$ cat src/rtl/rgbled_pkg.sv
// shared types and constants for the rgb led strip bit encoder
package rgbled_pkg;

    localparam int unsigned PIX_BITS   = 24;
    localparam int unsigned CH_W       = 8;
    localparam int unsigned BRIGHT_W   = 7;
    localparam int unsigned PROD_W     = CH_W + BRIGHT_W;
    localparam int unsigned SLOT_W     = 16;
    localparam int unsigned CFG_IDX_W  = 2;

    localparam logic [BRIGHT_W-1:0] BRIGHT_MAX = 7'd100;

    // divide by 100: multiply by 5243, shift right by 19, exact for products up to 25500
    localparam int unsigned       RECIP_W    = 13;
    localparam logic [RECIP_W-1:0] RECIP_100 = 13'd5243;
    localparam int unsigned       RECIP_SH   = 19;
    localparam int unsigned       QPROD_W    = PROD_W + RECIP_W;

    localparam logic [CFG_IDX_W-1:0] CFG_BRIGHTNESS = 2'd0;
    localparam logic [CFG_IDX_W-1:0] CFG_ONE_WIDTH  = 2'd1;
    localparam logic [CFG_IDX_W-1:0] CFG_ZERO_WIDTH = 2'd2;

    localparam logic [BRIGHT_W-1:0] RST_BRIGHTNESS = 7'd100;
    localparam logic [SLOT_W-1:0]   RST_ONE_WIDTH  = 16'd29;
    localparam logic [SLOT_W-1:0]   RST_ZERO_WIDTH = 16'd14;

    typedef struct packed {
        logic [CH_W-1:0] red;
        logic [CH_W-1:0] green;
        logic [CH_W-1:0] blue;
        logic            last_pixel;
    } pix_in_t;

    typedef struct packed {
        logic [CH_W-1:0] green;
        logic [CH_W-1:0] red;
        logic [CH_W-1:0] blue;
        logic            last_pixel;
    } pix_lvl_t;

    typedef struct packed {
        logic [SLOT_W-1:0] slot_width;
        logic              is_reset_slot;
        logic              last_of_run;
    } slot_out_t;

    typedef struct packed {
        logic load_prod;
        logic load_level;
    } lane_ctl_t;

endpackage

$ cat src/rtl/rgb_led_strip_bit_encoder.sv
// top level of the rgb led strip bit encoder
//
// input channel s_*: one pixel per transfer (red, green, blue, last_pixel).
// three dimming lanes scale the channels by brightness/100 in two pipeline
// stages, then the serializer emits the 24 bit slots on m_*, green, red,
// blue, msb first; a last pixel is followed by RESET_SLOTS zero reset slots.
// path: a pixel passes the lane product and level registers, then the
// serializer's bit and output registers, before its first slot is on m_*.
// throughput: one slot per cycle while m_ready allows, so 24 slots per pixel
// and 24 + RESET_SLOTS for a last pixel. the next pixel is taken during
// its predecessor's final slot, so runs follow without a gap.
// when m_ready is low the current slot holds and the lanes stall behind the
// serializer; s_ready drops once both lane stages are full.
// reset (aresetn low, synchronous) empties the pipeline and returns
// brightness to 100, one width to 29 and zero width to 14.
// configuration: cfg_we writes cfg_wdata to register cfg_index at once;
// index 0 brightness (bits 6:0, values above 100 act as 100), 1 one width,
// 2 zero width, other indexes ignored. write only while idle.
module rgb_led_strip_bit_encoder
    import rgbled_pkg::*;
#(
    parameter int unsigned RESET_SLOTS = 40
) (
    input  logic                 aclk,
    input  logic                 aresetn,
    input  logic                 s_valid,
    output logic                 s_ready,
    input  pix_in_t              s_data,
    output logic                 m_valid,
    input  logic                 m_ready,
    output slot_out_t            m_data,
    input  logic                 cfg_we,
    input  logic [CFG_IDX_W-1:0] cfg_index,
    input  logic [SLOT_W-1:0]    cfg_wdata
);

    logic [BRIGHT_W-1:0] bright_reg;
    logic [SLOT_W-1:0]   one_width_reg;
    logic [SLOT_W-1:0]   zero_width_reg;
    logic [BRIGHT_W-1:0] bright_eff;

    logic      v1_reg, v2_reg;
    logic      last1_reg, last2_reg;
    logic      adv1, adv2;
    logic      ser_ready;
    lane_ctl_t ctl;
    pix_lvl_t  lvl;

    always_ff @(posedge aclk) begin
        if (!aresetn) begin
            bright_reg     <= RST_BRIGHTNESS;
            one_width_reg  <= RST_ONE_WIDTH;
            zero_width_reg <= RST_ZERO_WIDTH;
        end else if (cfg_we) begin
            case (cfg_index)
                CFG_BRIGHTNESS: bright_reg     <= cfg_wdata[BRIGHT_W-1:0];
                CFG_ONE_WIDTH:  one_width_reg  <= cfg_wdata;
                CFG_ZERO_WIDTH: zero_width_reg <= cfg_wdata;
                default: ;
            endcase
        end
    end

    assign bright_eff = (bright_reg > BRIGHT_MAX) ? BRIGHT_MAX : bright_reg;

    always_comb begin
        adv2           = !v2_reg || ser_ready;
        adv1           = !v1_reg || adv2;
        ctl.load_prod  = adv1;
        ctl.load_level = adv2;
    end

    assign s_ready = adv1;

    always_ff @(posedge aclk) begin
        if (!aresetn) begin
            v1_reg <= 1'b0;
            v2_reg <= 1'b0;
        end else begin
            if (adv1) begin
                v1_reg <= s_valid;
            end
            if (adv2) begin
                v2_reg <= v1_reg;
            end
        end
    end

    always_ff @(posedge aclk) begin
        if (adv1) begin
            last1_reg <= s_data.last_pixel;
        end
        if (adv2) begin
            last2_reg <= last1_reg;
        end
    end

    rgbled_dim_lane u_lane_green (
        .aclk   (aclk),
        .ctl    (ctl),
        .value  (s_data.green),
        .bright (bright_eff),
        .level  (lvl.green)
    );

    rgbled_dim_lane u_lane_red (
        .aclk   (aclk),
        .ctl    (ctl),
        .value  (s_data.red),
        .bright (bright_eff),
        .level  (lvl.red)
    );

    rgbled_dim_lane u_lane_blue (
        .aclk   (aclk),
        .ctl    (ctl),
        .value  (s_data.blue),
        .bright (bright_eff),
        .level  (lvl.blue)
    );

    assign lvl.last_pixel = last2_reg;

    rgbled_serializer #(
        .RESET_SLOTS (RESET_SLOTS)
    ) u_serializer (
        .aclk       (aclk),
        .aresetn    (aresetn),
        .in_valid   (v2_reg),
        .in_ready   (ser_ready),
        .in_data    (lvl),
        .one_width  (one_width_reg),
        .zero_width (zero_width_reg),
        .m_valid    (m_valid),
        .m_ready    (m_ready),
        .m_data     (m_data)
    );

endmodule

$ cat src/rtl/rgbled_dim_lane.sv
// one color channel lane: brightness product, then divide by 100 by reciprocal
module rgbled_dim_lane
    import rgbled_pkg::*;
(
    input  logic                aclk,
    input  lane_ctl_t           ctl,
    input  logic [CH_W-1:0]     value,
    input  logic [BRIGHT_W-1:0] bright,
    output logic [CH_W-1:0]     level
);

    logic [PROD_W-1:0]  product_reg;
    logic [PROD_W-1:0]  product_next;
    logic [CH_W-1:0]    level_reg;
    logic [CH_W-1:0]    level_next;
    logic [QPROD_W-1:0] qprod;

    assign product_next = PROD_W'(value) * PROD_W'(bright);
    assign qprod        = QPROD_W'(product_reg) * QPROD_W'(RECIP_100);
    assign level_next   = qprod[RECIP_SH+CH_W-1:RECIP_SH];
    assign level        = level_reg;

    always_ff @(posedge aclk) begin
        if (ctl.load_prod) begin
            product_reg <= product_next;
        end
        if (ctl.load_level) begin
            level_reg <= level_next;
        end
    end

endmodule

$ cat src/rtl/rgbled_serializer.sv
// merges the lane levels into a 24 bit word and emits one slot per cycle while the output is not stalled
module rgbled_serializer
    import rgbled_pkg::*;
#(
    parameter int unsigned RESET_SLOTS = 40
) (
    input  logic              aclk,
    input  logic              aresetn,
    input  logic              in_valid,
    output logic              in_ready,
    input  pix_lvl_t          in_data,
    input  logic [SLOT_W-1:0] one_width,
    input  logic [SLOT_W-1:0] zero_width,
    output logic              m_valid,
    input  logic              m_ready,
    output slot_out_t         m_data
);

    localparam int unsigned TOTAL = PIX_BITS + RESET_SLOTS;
    localparam int unsigned CNT_W = $clog2(TOTAL);

    logic                busy_reg, busy_next;
    logic [PIX_BITS-1:0] bits_reg, bits_next;
    logic [CNT_W-1:0]    cnt_reg, cnt_next;
    logic                last_reg, last_next;
    logic                out_valid_reg, out_valid_next;
    slot_out_t           out_data_reg, out_data_next;

    logic      adv;
    logic      emit;
    logic      pixel_phase;
    logic      slot_final;
    slot_out_t slot;

    always_comb begin
        adv         = !out_valid_reg || m_ready;
        emit        = busy_reg && adv;
        pixel_phase = cnt_reg < CNT_W'(PIX_BITS);
        slot_final  = pixel_phase ? (!last_reg && cnt_reg == CNT_W'(PIX_BITS - 1))
                                  : (cnt_reg == CNT_W'(TOTAL - 1));
        in_ready    = !busy_reg || (emit && slot_final);

        slot.slot_width    = pixel_phase ? (bits_reg[PIX_BITS-1] ? one_width : zero_width)
                                         : '0;
        slot.is_reset_slot = !pixel_phase;
        slot.last_of_run   = slot_final;

        busy_next      = busy_reg;
        bits_next      = bits_reg;
        cnt_next       = cnt_reg;
        last_next      = last_reg;
        out_valid_next = out_valid_reg;
        out_data_next  = out_data_reg;

        if (emit) begin
            out_valid_next = 1'b1;
            out_data_next  = slot;
            cnt_next       = cnt_reg + CNT_W'(1);
            bits_next      = {bits_reg[PIX_BITS-2:0], 1'b0};
            if (slot_final) begin
                busy_next = 1'b0;
            end
        end else if (adv) begin
            out_valid_next = 1'b0;
        end

        if (in_valid && in_ready) begin
            busy_next = 1'b1;
            bits_next = {in_data.green, in_data.red, in_data.blue};
            cnt_next  = '0;
            last_next = in_data.last_pixel;
        end
    end

    always_ff @(posedge aclk) begin
        if (!aresetn) begin
            busy_reg      <= 1'b0;
            cnt_reg       <= '0;
            last_reg      <= 1'b0;
            out_valid_reg <= 1'b0;
        end else begin
            busy_reg      <= busy_next;
            cnt_reg       <= cnt_next;
            last_reg      <= last_next;
            out_valid_reg <= out_valid_next;
        end
    end

    always_ff @(posedge aclk) begin
        bits_reg     <= bits_next;
        out_data_reg <= out_data_next;
    end

    assign m_valid = out_valid_reg;
    assign m_data  = out_data_reg;

    a_pixel_cnt_range: assert property (@(posedge aclk) disable iff (!aresetn)
        busy_reg && !last_reg |-> cnt_reg < CNT_W'(PIX_BITS))
        else $error("pixel slot count beyond pixel bits");

    a_reset_slot_zero: assert property (@(posedge aclk) disable iff (!aresetn)
        out_valid_reg && out_data_reg.is_reset_slot |-> out_data_reg.slot_width == '0)
        else $error("reset slot with nonzero width");

    a_load_on_final: assert property (@(posedge aclk) disable iff (!aresetn)
        in_valid && in_ready && busy_reg |-> emit && slot_final)
        else $error("new pixel loaded before run finished");

    a_final_ends_run: assert property (@(posedge aclk) disable iff (!aresetn)
        emit && slot_final && !in_valid |=> !busy_reg)
        else $error("still busy after final slot");

endmodule

$ cat config.mk
export PLATFORM = sky130hd
export DESIGN_NAME = rgb_led_strip_bit_encoder
export DESIGN_NICKNAME = d
export VERILOG_FILES = /design/src/rtl/rgbled_pkg.sv /design/src/rtl/rgb_led_strip_bit_encoder.sv /design/src/rtl/rgbled_dim_lane.sv /design/src/rtl/rgbled_serializer.sv
export SDC_FILE = /design/constraint.sdc
export NUM_CORES = 1
export LEC_CHECK = 0
export BUFFER_PORTS_ARGS = -buffer_cell sky130_fd_sc_hd__buf_2
export CORE_ASPECT_RATIO = 1.4
export CORE_UTILIZATION = 60
export CTS_CLUSTER_SIZE = 12
export DETAILED_ROUTE_END_ITERATION = 12
export PLACE_DENSITY = 0.76
export SETUP_SLACK_MARGIN = 0.2
export SYNTH_ARGS = -nofsm -noshare
export SYNTH_HDL_FRONTEND = slang
export SYNTH_SLANG_ARGS = --single-unit
$ cat constraint.sdc
create_clock -name aclk -period 5.65 [get_ports aclk]
set_clock_uncertainty 0.2 [all_clocks]
set_input_delay 1.13 -clock aclk [delete_from_list [all_inputs] [get_ports aclk]]
set_output_delay 1.13 -clock aclk [all_outputs]
set_load 0.01 [all_outputs]
---- Word level (Yosys, flattened, before mapping) ----
Cells that the tools add are included.
operators by class
  order comparisons ....................... 2
  bitwise logic cells ..................... 1
  equal/unequal tests ..................... 4
  add/sub/neg operators ................... 1
  mux-type cells .......................... 10
  reductions and logical operators ........ 23
  multipliers ............................. 6
operators by type and width
  operator                                                                number
  15-bit by 13-bit multiplier with 27-bit output (second input constant)  3
  24-bit 2-to-1 mux                                                       2
  8-bit by 7-bit multiplier with 15-bit output                            3
  16-bit 2-to-1 mux                                                       1
  2-bit AND reduction                                                     4
  7-bit greater-than comparator (second input constant)                   1
  7-bit 2-to-1 mux                                                        1
  6-bit by 1-bit adder with 6-bit output (second input constant)          1
  6-bit by 5-bit == test with 1-bit output (second input constant)        1
  6-bit == test (second input constant)                                   1
  1-bit zero test                                                         6
  6-bit by 5-bit < comparator with 1-bit output (second input constant)   1
  1-bit 2-to-1 mux                                                        6
  2-bit nonzero test                                                      3
  1-bit logical AND                                                       4
  1-bit logical OR                                                        4
  2-bit by 1-bit == test with 1-bit output (second input constant)        1
  2-bit == test (second input constant)                                   1
  2-bit zero test                                                         1
  2-bit OR reduction                                                      1
  1-bit inverter                                                          1
word-level totals
  output and inout bits ................... 20
  register bits ........................... 163
  input bits .............................. 48
  word-level logic and storage cells ...... 68

---- Longest topological paths before layout ----
Gate-level depths: netlist (run 1).
  depth in word-level cells ............... 8
  mapped depth ............................ 21
  mapped depth without buffers ............ 20

---- Hierarchy ----
Synthesis (run 1) repeated with hierarchy kept, for this count alone.
unflattened totals
  cell total of the unflattened synthesis .. 2,152
  area total of the unflattened synthesis .. 22,227.6 um^2
modules (own cells, without submodules)
  module                           area each (um^2)  seq. area each (um^2)  cells an instance  instances
  rgbled_dim_lane at u_lane_blue   6,167.2           690.7                  619                1
  rgbled_dim_lane at u_lane_red    6,064.6           690.7                  613                1
  rgbled_dim_lane at u_lane_green  5,957.0           690.7                  589                1
  rgbled_serializer                2,274.7           1,441.4                155                1
  rgb_led_strip_bit_encoder        1,764.2           880.8                  176                1

---- Least setup slack after synthesis (run 1) ----
Ideal clock, no wire load.
  path type ............................... input port to flip-flop
  start point ............................. in s_data[14] (netlist bit)
  end point ............................... reg u_lane_green.product_reg[11], data pin
  setup slack ............................. 563 ps
  setup time .............................. 137 ps
  path buffers ............................ 0
  arrival time ............................ 4,749 ps
  cell stages on the path ................. 15
  data required time ...................... 5,313 ps
  path through ............................ and2_1 > fa_1 > inv_1 > fa_1 > inv_1 > fa_1 > inv_1 > fa_1 > inv_1 > ha_1 > a21oi_1 > o21bai_1 > a21oi_1 > or4b_2 > nand4_1
on the way
  longest elaborated chain between the ends .. 1
RTL lines
  item                                          RTL line                         text
  start, declared                               rgb_led_strip_bit_encoder.sv:28  input pix_in_t s_data,
  8-bit by 7-bit multiplier with 15-bit output  rgbled_dim_lane.sv:18            assign product_next = PROD_W'(value) * PROD_W'(bright);
  via u_lane_green.product_next[11]             rgbled_dim_lane.sv:13            logic [PROD_W-1:0] product_next;
  end signal, assigned                          rgbled_dim_lane.sv:25            product_reg <= product_next;
  end, declared                                 rgbled_dim_lane.sv:12            logic [PROD_W-1:0] product_reg;
The timed path passes the listed nets, and every way through them passes these cells.
A chain may end at the register's enable or synchronous reset.

---- Worst setup path after layout (run 1) ----
  start point ............................. reg u_lane_blue.product_reg[10]
  end point ............................... reg u_lane_blue.level_reg[5] (netlist: u_lane_blue.level[5]), data pin
on the way
  longest elaborated chain between the ends .. 1
RTL lines
  item                                            RTL line               text
  start, declared                                 rgbled_dim_lane.sv:12
  start signal, assigned                          rgbled_dim_lane.sv:25
  15-bit by 13-bit multiplier with 27-bit output  rgbled_dim_lane.sv:19  assign qprod = QPROD_W'(product_reg) * QPROD_W'(RECIP_100);
  via u_lane_blue.qprod[24]                       rgbled_dim_lane.sv:16  logic [QPROD_W-1:0] qprod;
  end signal, assigned                            rgbled_dim_lane.sv:28  level_reg <= level_next;
  end, declared                                   rgbled_dim_lane.sv:14  logic [CH_W-1:0] level_reg;
The timed path passes the listed nets, and every way through them passes these cells.

==> results.toml, run 1 <==
[status]
status = "finished clean"

[timing]
max_slew_margin_pct = 16.2
grt_setup_unrepaired = "yes"
slew_violations = 0
timing_worst_slew_pin_value_ps = 1260
setup_slack_ps = 275
period_needed_ps = 5380
crit_share_post_route_pct = 95.1
setup_viol = 0
final_hold_viol_count = 0
setup_total_negative_slack_ps = 0
fmaxAchievable_mhz = 186

[route]
first_pass_iters = 7
route.antenna.remaining_nets = 0
routed-via-count = 14500
drt_iter0_drc = 742
drt_wl_total_mm = 43.9
drt-wirelength-per-cell_um = 16.4
viasPerCell = 5.43
post_route_drc_violation_count = 0

[worst_setup_path]
start_kind = "flip-flop"
reg2regPathDepth = 18
worst_ep_required_time_ps = 5640
reg2reg_to = "u_lane_blue.level[5]"
worstSetupEndpointType = "flip-flop"
worst-path-max-fanout = 5
timing.critical_path.to = "u_lane_blue.level[5]"
startpoint = "u_lane_blue.product_reg[10]"
timing_worst_setup_path_type = "flip-flop to flip-flop"
critical_r2r_launch = "u_lane_blue.product_reg[10]"
critical_path_arrival_ps = 5360
reg2reg_setup_slack_ps = 270

[yosys]
sequential_share_of_the_synthesized_area_pct = 20.4
synthesis.nets = 2830
synth_enable_flop_cells = 113
number_of_instances_in_the_synthesized_netlist = 2097
dominantRegCellSynth = "edfxtp_1"
yosys_register_bits = 163
syn_avg_cell_area_um2 = 10.3
synth_top_area_share_pct = 27.1
synth_commonest_cells = "inv_1, ha_1, fa_1"
synth.distinct_cells = 53
ys_top_cells_by_area = "fa_1, ha_1, edfxtp_1"
async_flop_share_pct = 0
yosysWarningCount = 0
post_synth_instance_area_um2 = 21500
netlist.top_cell.by_area = "fa_1"
post-synth-top-count-cell = "inv_1"

[grt]
first_global_vias = 15500
antenna_found_initial = 4
grt_overflow = 0
grt_max_degree = 48
grt_first_pass_wirelength_mm = 72.3
grt_usage_pct = 24.9

[min_path]
min_delay_path_depth = 0
min-delay-path-class = "flip-flop to flip-flop"

[final_layout]
areaGrowthSynthToFinish_pct = 9.69
largest_register_ffs = 24
num-nets-final = 2941
drive_above_1_share_pct = 10.1
final_core_util_pct = 67.2

[die]
row_count = 81
die_height_um = 226
core_area_um2 = 35200
die_wd_um = 162
floorplan.die_area_um2 = 36700
initial_core_util_pct = 61.2
io_pins = 68

[clock_tree]
insertion_delay_ps = 430
cts_sinks = 163
cts.clk_slew.worst_paths_ps = 80
ctsHoldBuffers = 0
clock_path_buffers = 2
cts_max_level = 4
tritoncts_clock_tree = "yes"
ctsRootBufferMaster = "clkbuf_16"
cts_made_buffers = 17

[place]
buffer_ports.inserted = 67
place_ws_ps = 53.0
total_half_perimeter_wirelength_after_legalization_and_detailed_placement_mm = 34.8
gp_routability_congestion = 0.900

[job]
cap_viol_max_count = 0
worst max-delay path, stage by stage (launching register included):
cell	delay (ps)
edfxtp_1	530
buf_6	190
fa_1	570
ha_4	130
inv_1	40
fa_1	480
inv_1	60
fa_1	540
fa_1	460
ha_4	260
a2111oi_2	350
o21ai_1	130
nor2_2	180
o2bb2ai_4	110
o31a_1	330
buf_4	160
a21oi_2	170
o21bai_1	100
xor2_1	140
timing repair:
action                                  CTS  global route
endpoints found under the setup margin   13            24
endpoints found under the hold margin     0             0
buffers inserted                          1            41
resized for setup                         2            30
pin swaps                                 0            17
through the flow:
step | area (µm²) | hold WS, ps | std cells
after floorplan | 21500 | 200 | 2097
after global placement | 22500 | 215 | 2603
after detailed placement | 22500 | 223 | 2603
after CTS | 23100 | 244 | 2636
after global routing | 23600 | 258 | 2678
final | 23600 | 257 | 2678
cell type report:
cell class	instances	area, µm²
Clock inverter	15	214
Antenna cell	1	2.50
Inverter	522	1960
Multi-Input combinational cell	1372	15200
Fill cell	2612	11500
Tap cell	456	571
Timing Repair Buffer	132	827
Clock buffer	17	425
Sequential cell	163	4390
cells in the final DEF, fill, tap and decap left out, types with 3 or more instances in the layout:
cell,netlist,final
inv_1,522,522
ha_1,394,385
fa_1,291,290
nand2_1,132,132
edfxtp_1,113,113
and2_1,92,92
buf_2,3,67
buf_4,0,64
nor2_1,53,52
xnor2_1,52,52
dfxtp_1,50,50
and3_1,45,45
a21oi_1,48,44
a21boi_0,28,28
mux2i_1,26,26
mux2_2,23,23
xor2_1,19,19
nand3_1,19,18
clkbuf_16,0,17
a21o_1,16,16
o21ai_0,20,16
nor3_1,15,14
nand4_1,13,13
nor2b_1,14,13
nand2b_1,8,8
ha_4,0,8
o21bai_1,7,7
a21oi_2,1,5
a31oi_1,5,5
o21a_1,5,5
or2_2,6,5
clkinv_8,0,5
inv_12,0,5
or3_1,4,4
a211oi_1,4,4
o21ai_1,0,3
o211ai_1,3,3
nor4_1,4,3
inv_8,0,3
how the worst min path moves through the flow:
stage | start | end | slack (ps)
after floorplan | last1_reg | last2_reg | 200
after global placement | last1_reg | last2_reg | 210
after detailed placement | last1_reg | last2_reg | 220
after CTS | last1_reg | last2_reg | 240
after global routing | last1_reg | last2_reg | 260
final | last1_reg | last2_reg | 260
layer usage:
metal / vias up / track usage [%] / part of all wire, % / wire [µm]
met1: 7367 / 29.8 / 40 / 17700
met3: 62 / 2.63 / 2.6 / 1130
met4: 6 / 6.82 / 1.8 / 782
li1: 6872 / - / - / -
met2: 239 / 46.9 / 55 / 24300
met5: - / 0 / 0.068 / 30
kinds of logic after synthesis:
kind of cell / count (synthesis) / synth area share (%)
mux: 49 / 2.41
simple gates: 413 / 9.74
compound gates: 154 / 4.80
buf+inv: 562 / 9.81
fa+ha+maj: 685 / 49.9
xor+xnor: 71 / 2.89
flops: 163 / 20.4
Power of run 1 is not shown: default switching activity piles up to over one toggle a cycle in this logic, so the estimate is an artifact.
==> run 2, diff against run 1 <==
- ABC_AREA: unset -> 1
==> results.toml, run 2 <==
[die]
die_height_um = 235
io_pins = 68
floorplan.die_area_um2 = 39700
initial_core_util_pct = 60.8
row_count = 85
die_wd_um = 169
core_area_um2 = 38400

[timing]
period_needed_ps = 5080
fmaxAchievable_mhz = 197
setup_slack_ps = 570
final.hold.worst_slack_ps = 219
max_slew_margin_pct = 18.4
setup_total_negative_slack_ps = 0
slew_violations = 0
crit_share_post_route_pct = 89.9
final_hold_viol_count = 0
setup_viol = 0
grt_setup_unrepaired = "no"
timing_worst_slew_pin_value_ps = 1220

[place]
placed_area_um2 = 24300
gp_routability_congestion = 0.938
buffer_ports.inserted = 67
place_ws_ps = 351
total_half_perimeter_wirelength_after_legalization_and_detailed_placement_mm = 45.3

[clock_tree]
cts_sinks = 163
cts.clk_slew.worst_paths_ps = 80
ctsHoldBuffers = 0
insertion_delay_ps = 470
cts_max_level = 4
tritoncts_clock_tree = "yes"
clock_path_buffers = 2
post_cts_setup_buffer_count = 0
cts_made_buffers = 17
ctsRootBufferMaster = "clkbuf_16"

[final_layout]
most_frequent_standard_cell_in_the_layout_excluding_fill_and_tap_cells = "inv_1"
num_antenna_cells = 0
leading_cell_types_in_the_layout_fill_and_taps_excluded = "inv_1, nand2_1, ha_1, fa_1, nor2_1"
areaGrowthSynthToFinish_pct = 6.44
num-nets-final = 3571
design_area_um2 = 24800
drive_above_1_share_pct = 4.31
largest_register_ffs = 24

[route]
route.antenna.remaining_nets = 0
drt-wirelength-per-cell_um = 15.6
routed-via-count = 17800
viasPerCell = 5.28
first_pass_iters = 5
drt_iter0_drc = 921
drt_wl_total_mm = 52.6
post_route_drc_violation_count = 0

[yosys]
syn_avg_cell_area_um2 = 8.41
number_of_instances_in_the_synthesized_netlist = 2775
post-synth-top-count-cell = "inv_1"
synth_top_area_share_pct = 25.0
synth.distinct_cells = 43
async_flop_share_pct = 0
netlist.top_cell.by_area = "fa_1"
yosysWarningCount = 0
synth_enable_flop_cells = 113
yosys_register_bits = 163
synth_commonest_cells = "inv_1, nand2_1, ha_1"
sequential_share_of_the_synthesized_area_pct = 18.8
ys_top_cells_by_area = "fa_1, ha_1, edfxtp_1"
post_synth_instance_area_um2 = 23300
dominantRegCellSynth = "edfxtp_1"
synthesis.nets = 3508

[grt]
grt_usage_pct = 27.9
first_global_vias = 18900
antenna_found_initial = 0
grt_overflow = 0
grt_max_degree = 48
grt_first_pass_wirelength_mm = 88.1

[worst_setup_path]
worst_ep_required_time_ps = 5650
start_kind = "flip-flop"
path_common_cell = "inv_1"
worstSetupEndpointType = "flip-flop"
critical_path_arrival_ps = 5080
worst-path-max-fanout = 15
path_cells = "o21ai_0 > nand2_1 > and3_1 > inv_1 > nand2_2 > nor2_1 > fa_1 > inv_1 > fa_1 > inv_1 > fa_1 > inv_1 > fa_1 > inv_1 > ha_1 > a21oi_1 > o21ai_0 > a21oi_1 > o21bai_1 > xor2_1"
timing_worst_setup_path_type = "flip-flop to flip-flop"
timing.critical_path.max_delay_family = "adder cells"
crit_slowest_cell = "fa_1"
critical_path.max_stage_delay_ps = 550
critical_path.n_buffers_inverters = 5

[status]
status = "finished clean"

[job]
cap_viol_max_count = 0

[min_path]
min-delay-path-class = "flip-flop to flip-flop"
-- run 2: changes by cell type after synthesis, sizes merged, moves of 13 or more --
cell	previous run	this run
a21oi	49	123
xnor2	52	20
and2	93	2
a21boi	28	7
nand2	132	538
nor2b	14	1
o21ai	21	53
nor2	53	218
and3	45	2
mux2i	26	0
inv	522	704
nand3	19	96
mux2	23	0
-- run 2: per-stage QoR --
step / std cells / utilization [%]
after global placement: 3341 / 63.2
after detailed placement: 3341 / 63.2
after global routing: 3373 / 64.7
final: 3373 / 64.7
after floorplan: 2775 / -
after CTS: 3373 / 64.7
-- run 2: logic make-up (layout without fill, tap and decap cells) --
kind of cell / after synthesis / count (layout) / synth area share [%]
compound gates: 226 / 226 / 5.48
xor+xnor: 48 / 48 / 1.80
flops: 163 / 163 / 18.8
buf+inv: 742 / 818 / 12.1
fa+ha+maj: 685 / 685 / 46.1
simple gates: 911 / 911 / 15.8
-- run 2: path summary, 6_finish.rpt --
check                          endpoint  cells past startpoint          start  slack (ps)
min                           last2_reg                      0      last1_reg         220
max reg2reg  u_lane_red.product_reg[11]                     20  bright_reg[0]         570
min reg2reg                   last2_reg                      0      last1_reg         220
max          u_lane_red.product_reg[11]                     20  bright_reg[0]         570
-- run 2: repair_timing --
item,CTS,global route
setup endpoints to repair,0,5
hold endpoints to repair,0,0
gates resized for setup,0,4
-- run 2: layout make-up --
| class | instances | area (µm²) |
|---|---|---|
| Timing Repair Buffer | 79 | 425 |
| Fill cell | 3224 | 13500 |
| Clock buffer | 19 | 433 |
| Tap cell | 522 | 653 |
| Multi-Input combinational cell | 1870 | 16100 |
| Clock inverter | 13 | 140 |
| Inverter | 707 | 2660 |
| Sequential cell | 163 | 4390 |
-- run 2: per-layer routing --
layer  vias to the layer above  track usage, %  share of wire, %
li1                       8685               -                 -
met1                      8591            32.3                40
met2                       421            52.3                53
met3                       107            3.48               3.6
met4                         0            9.56               3.0
met5                         -               0                 0
Power of run 2 is left out for the same reason.
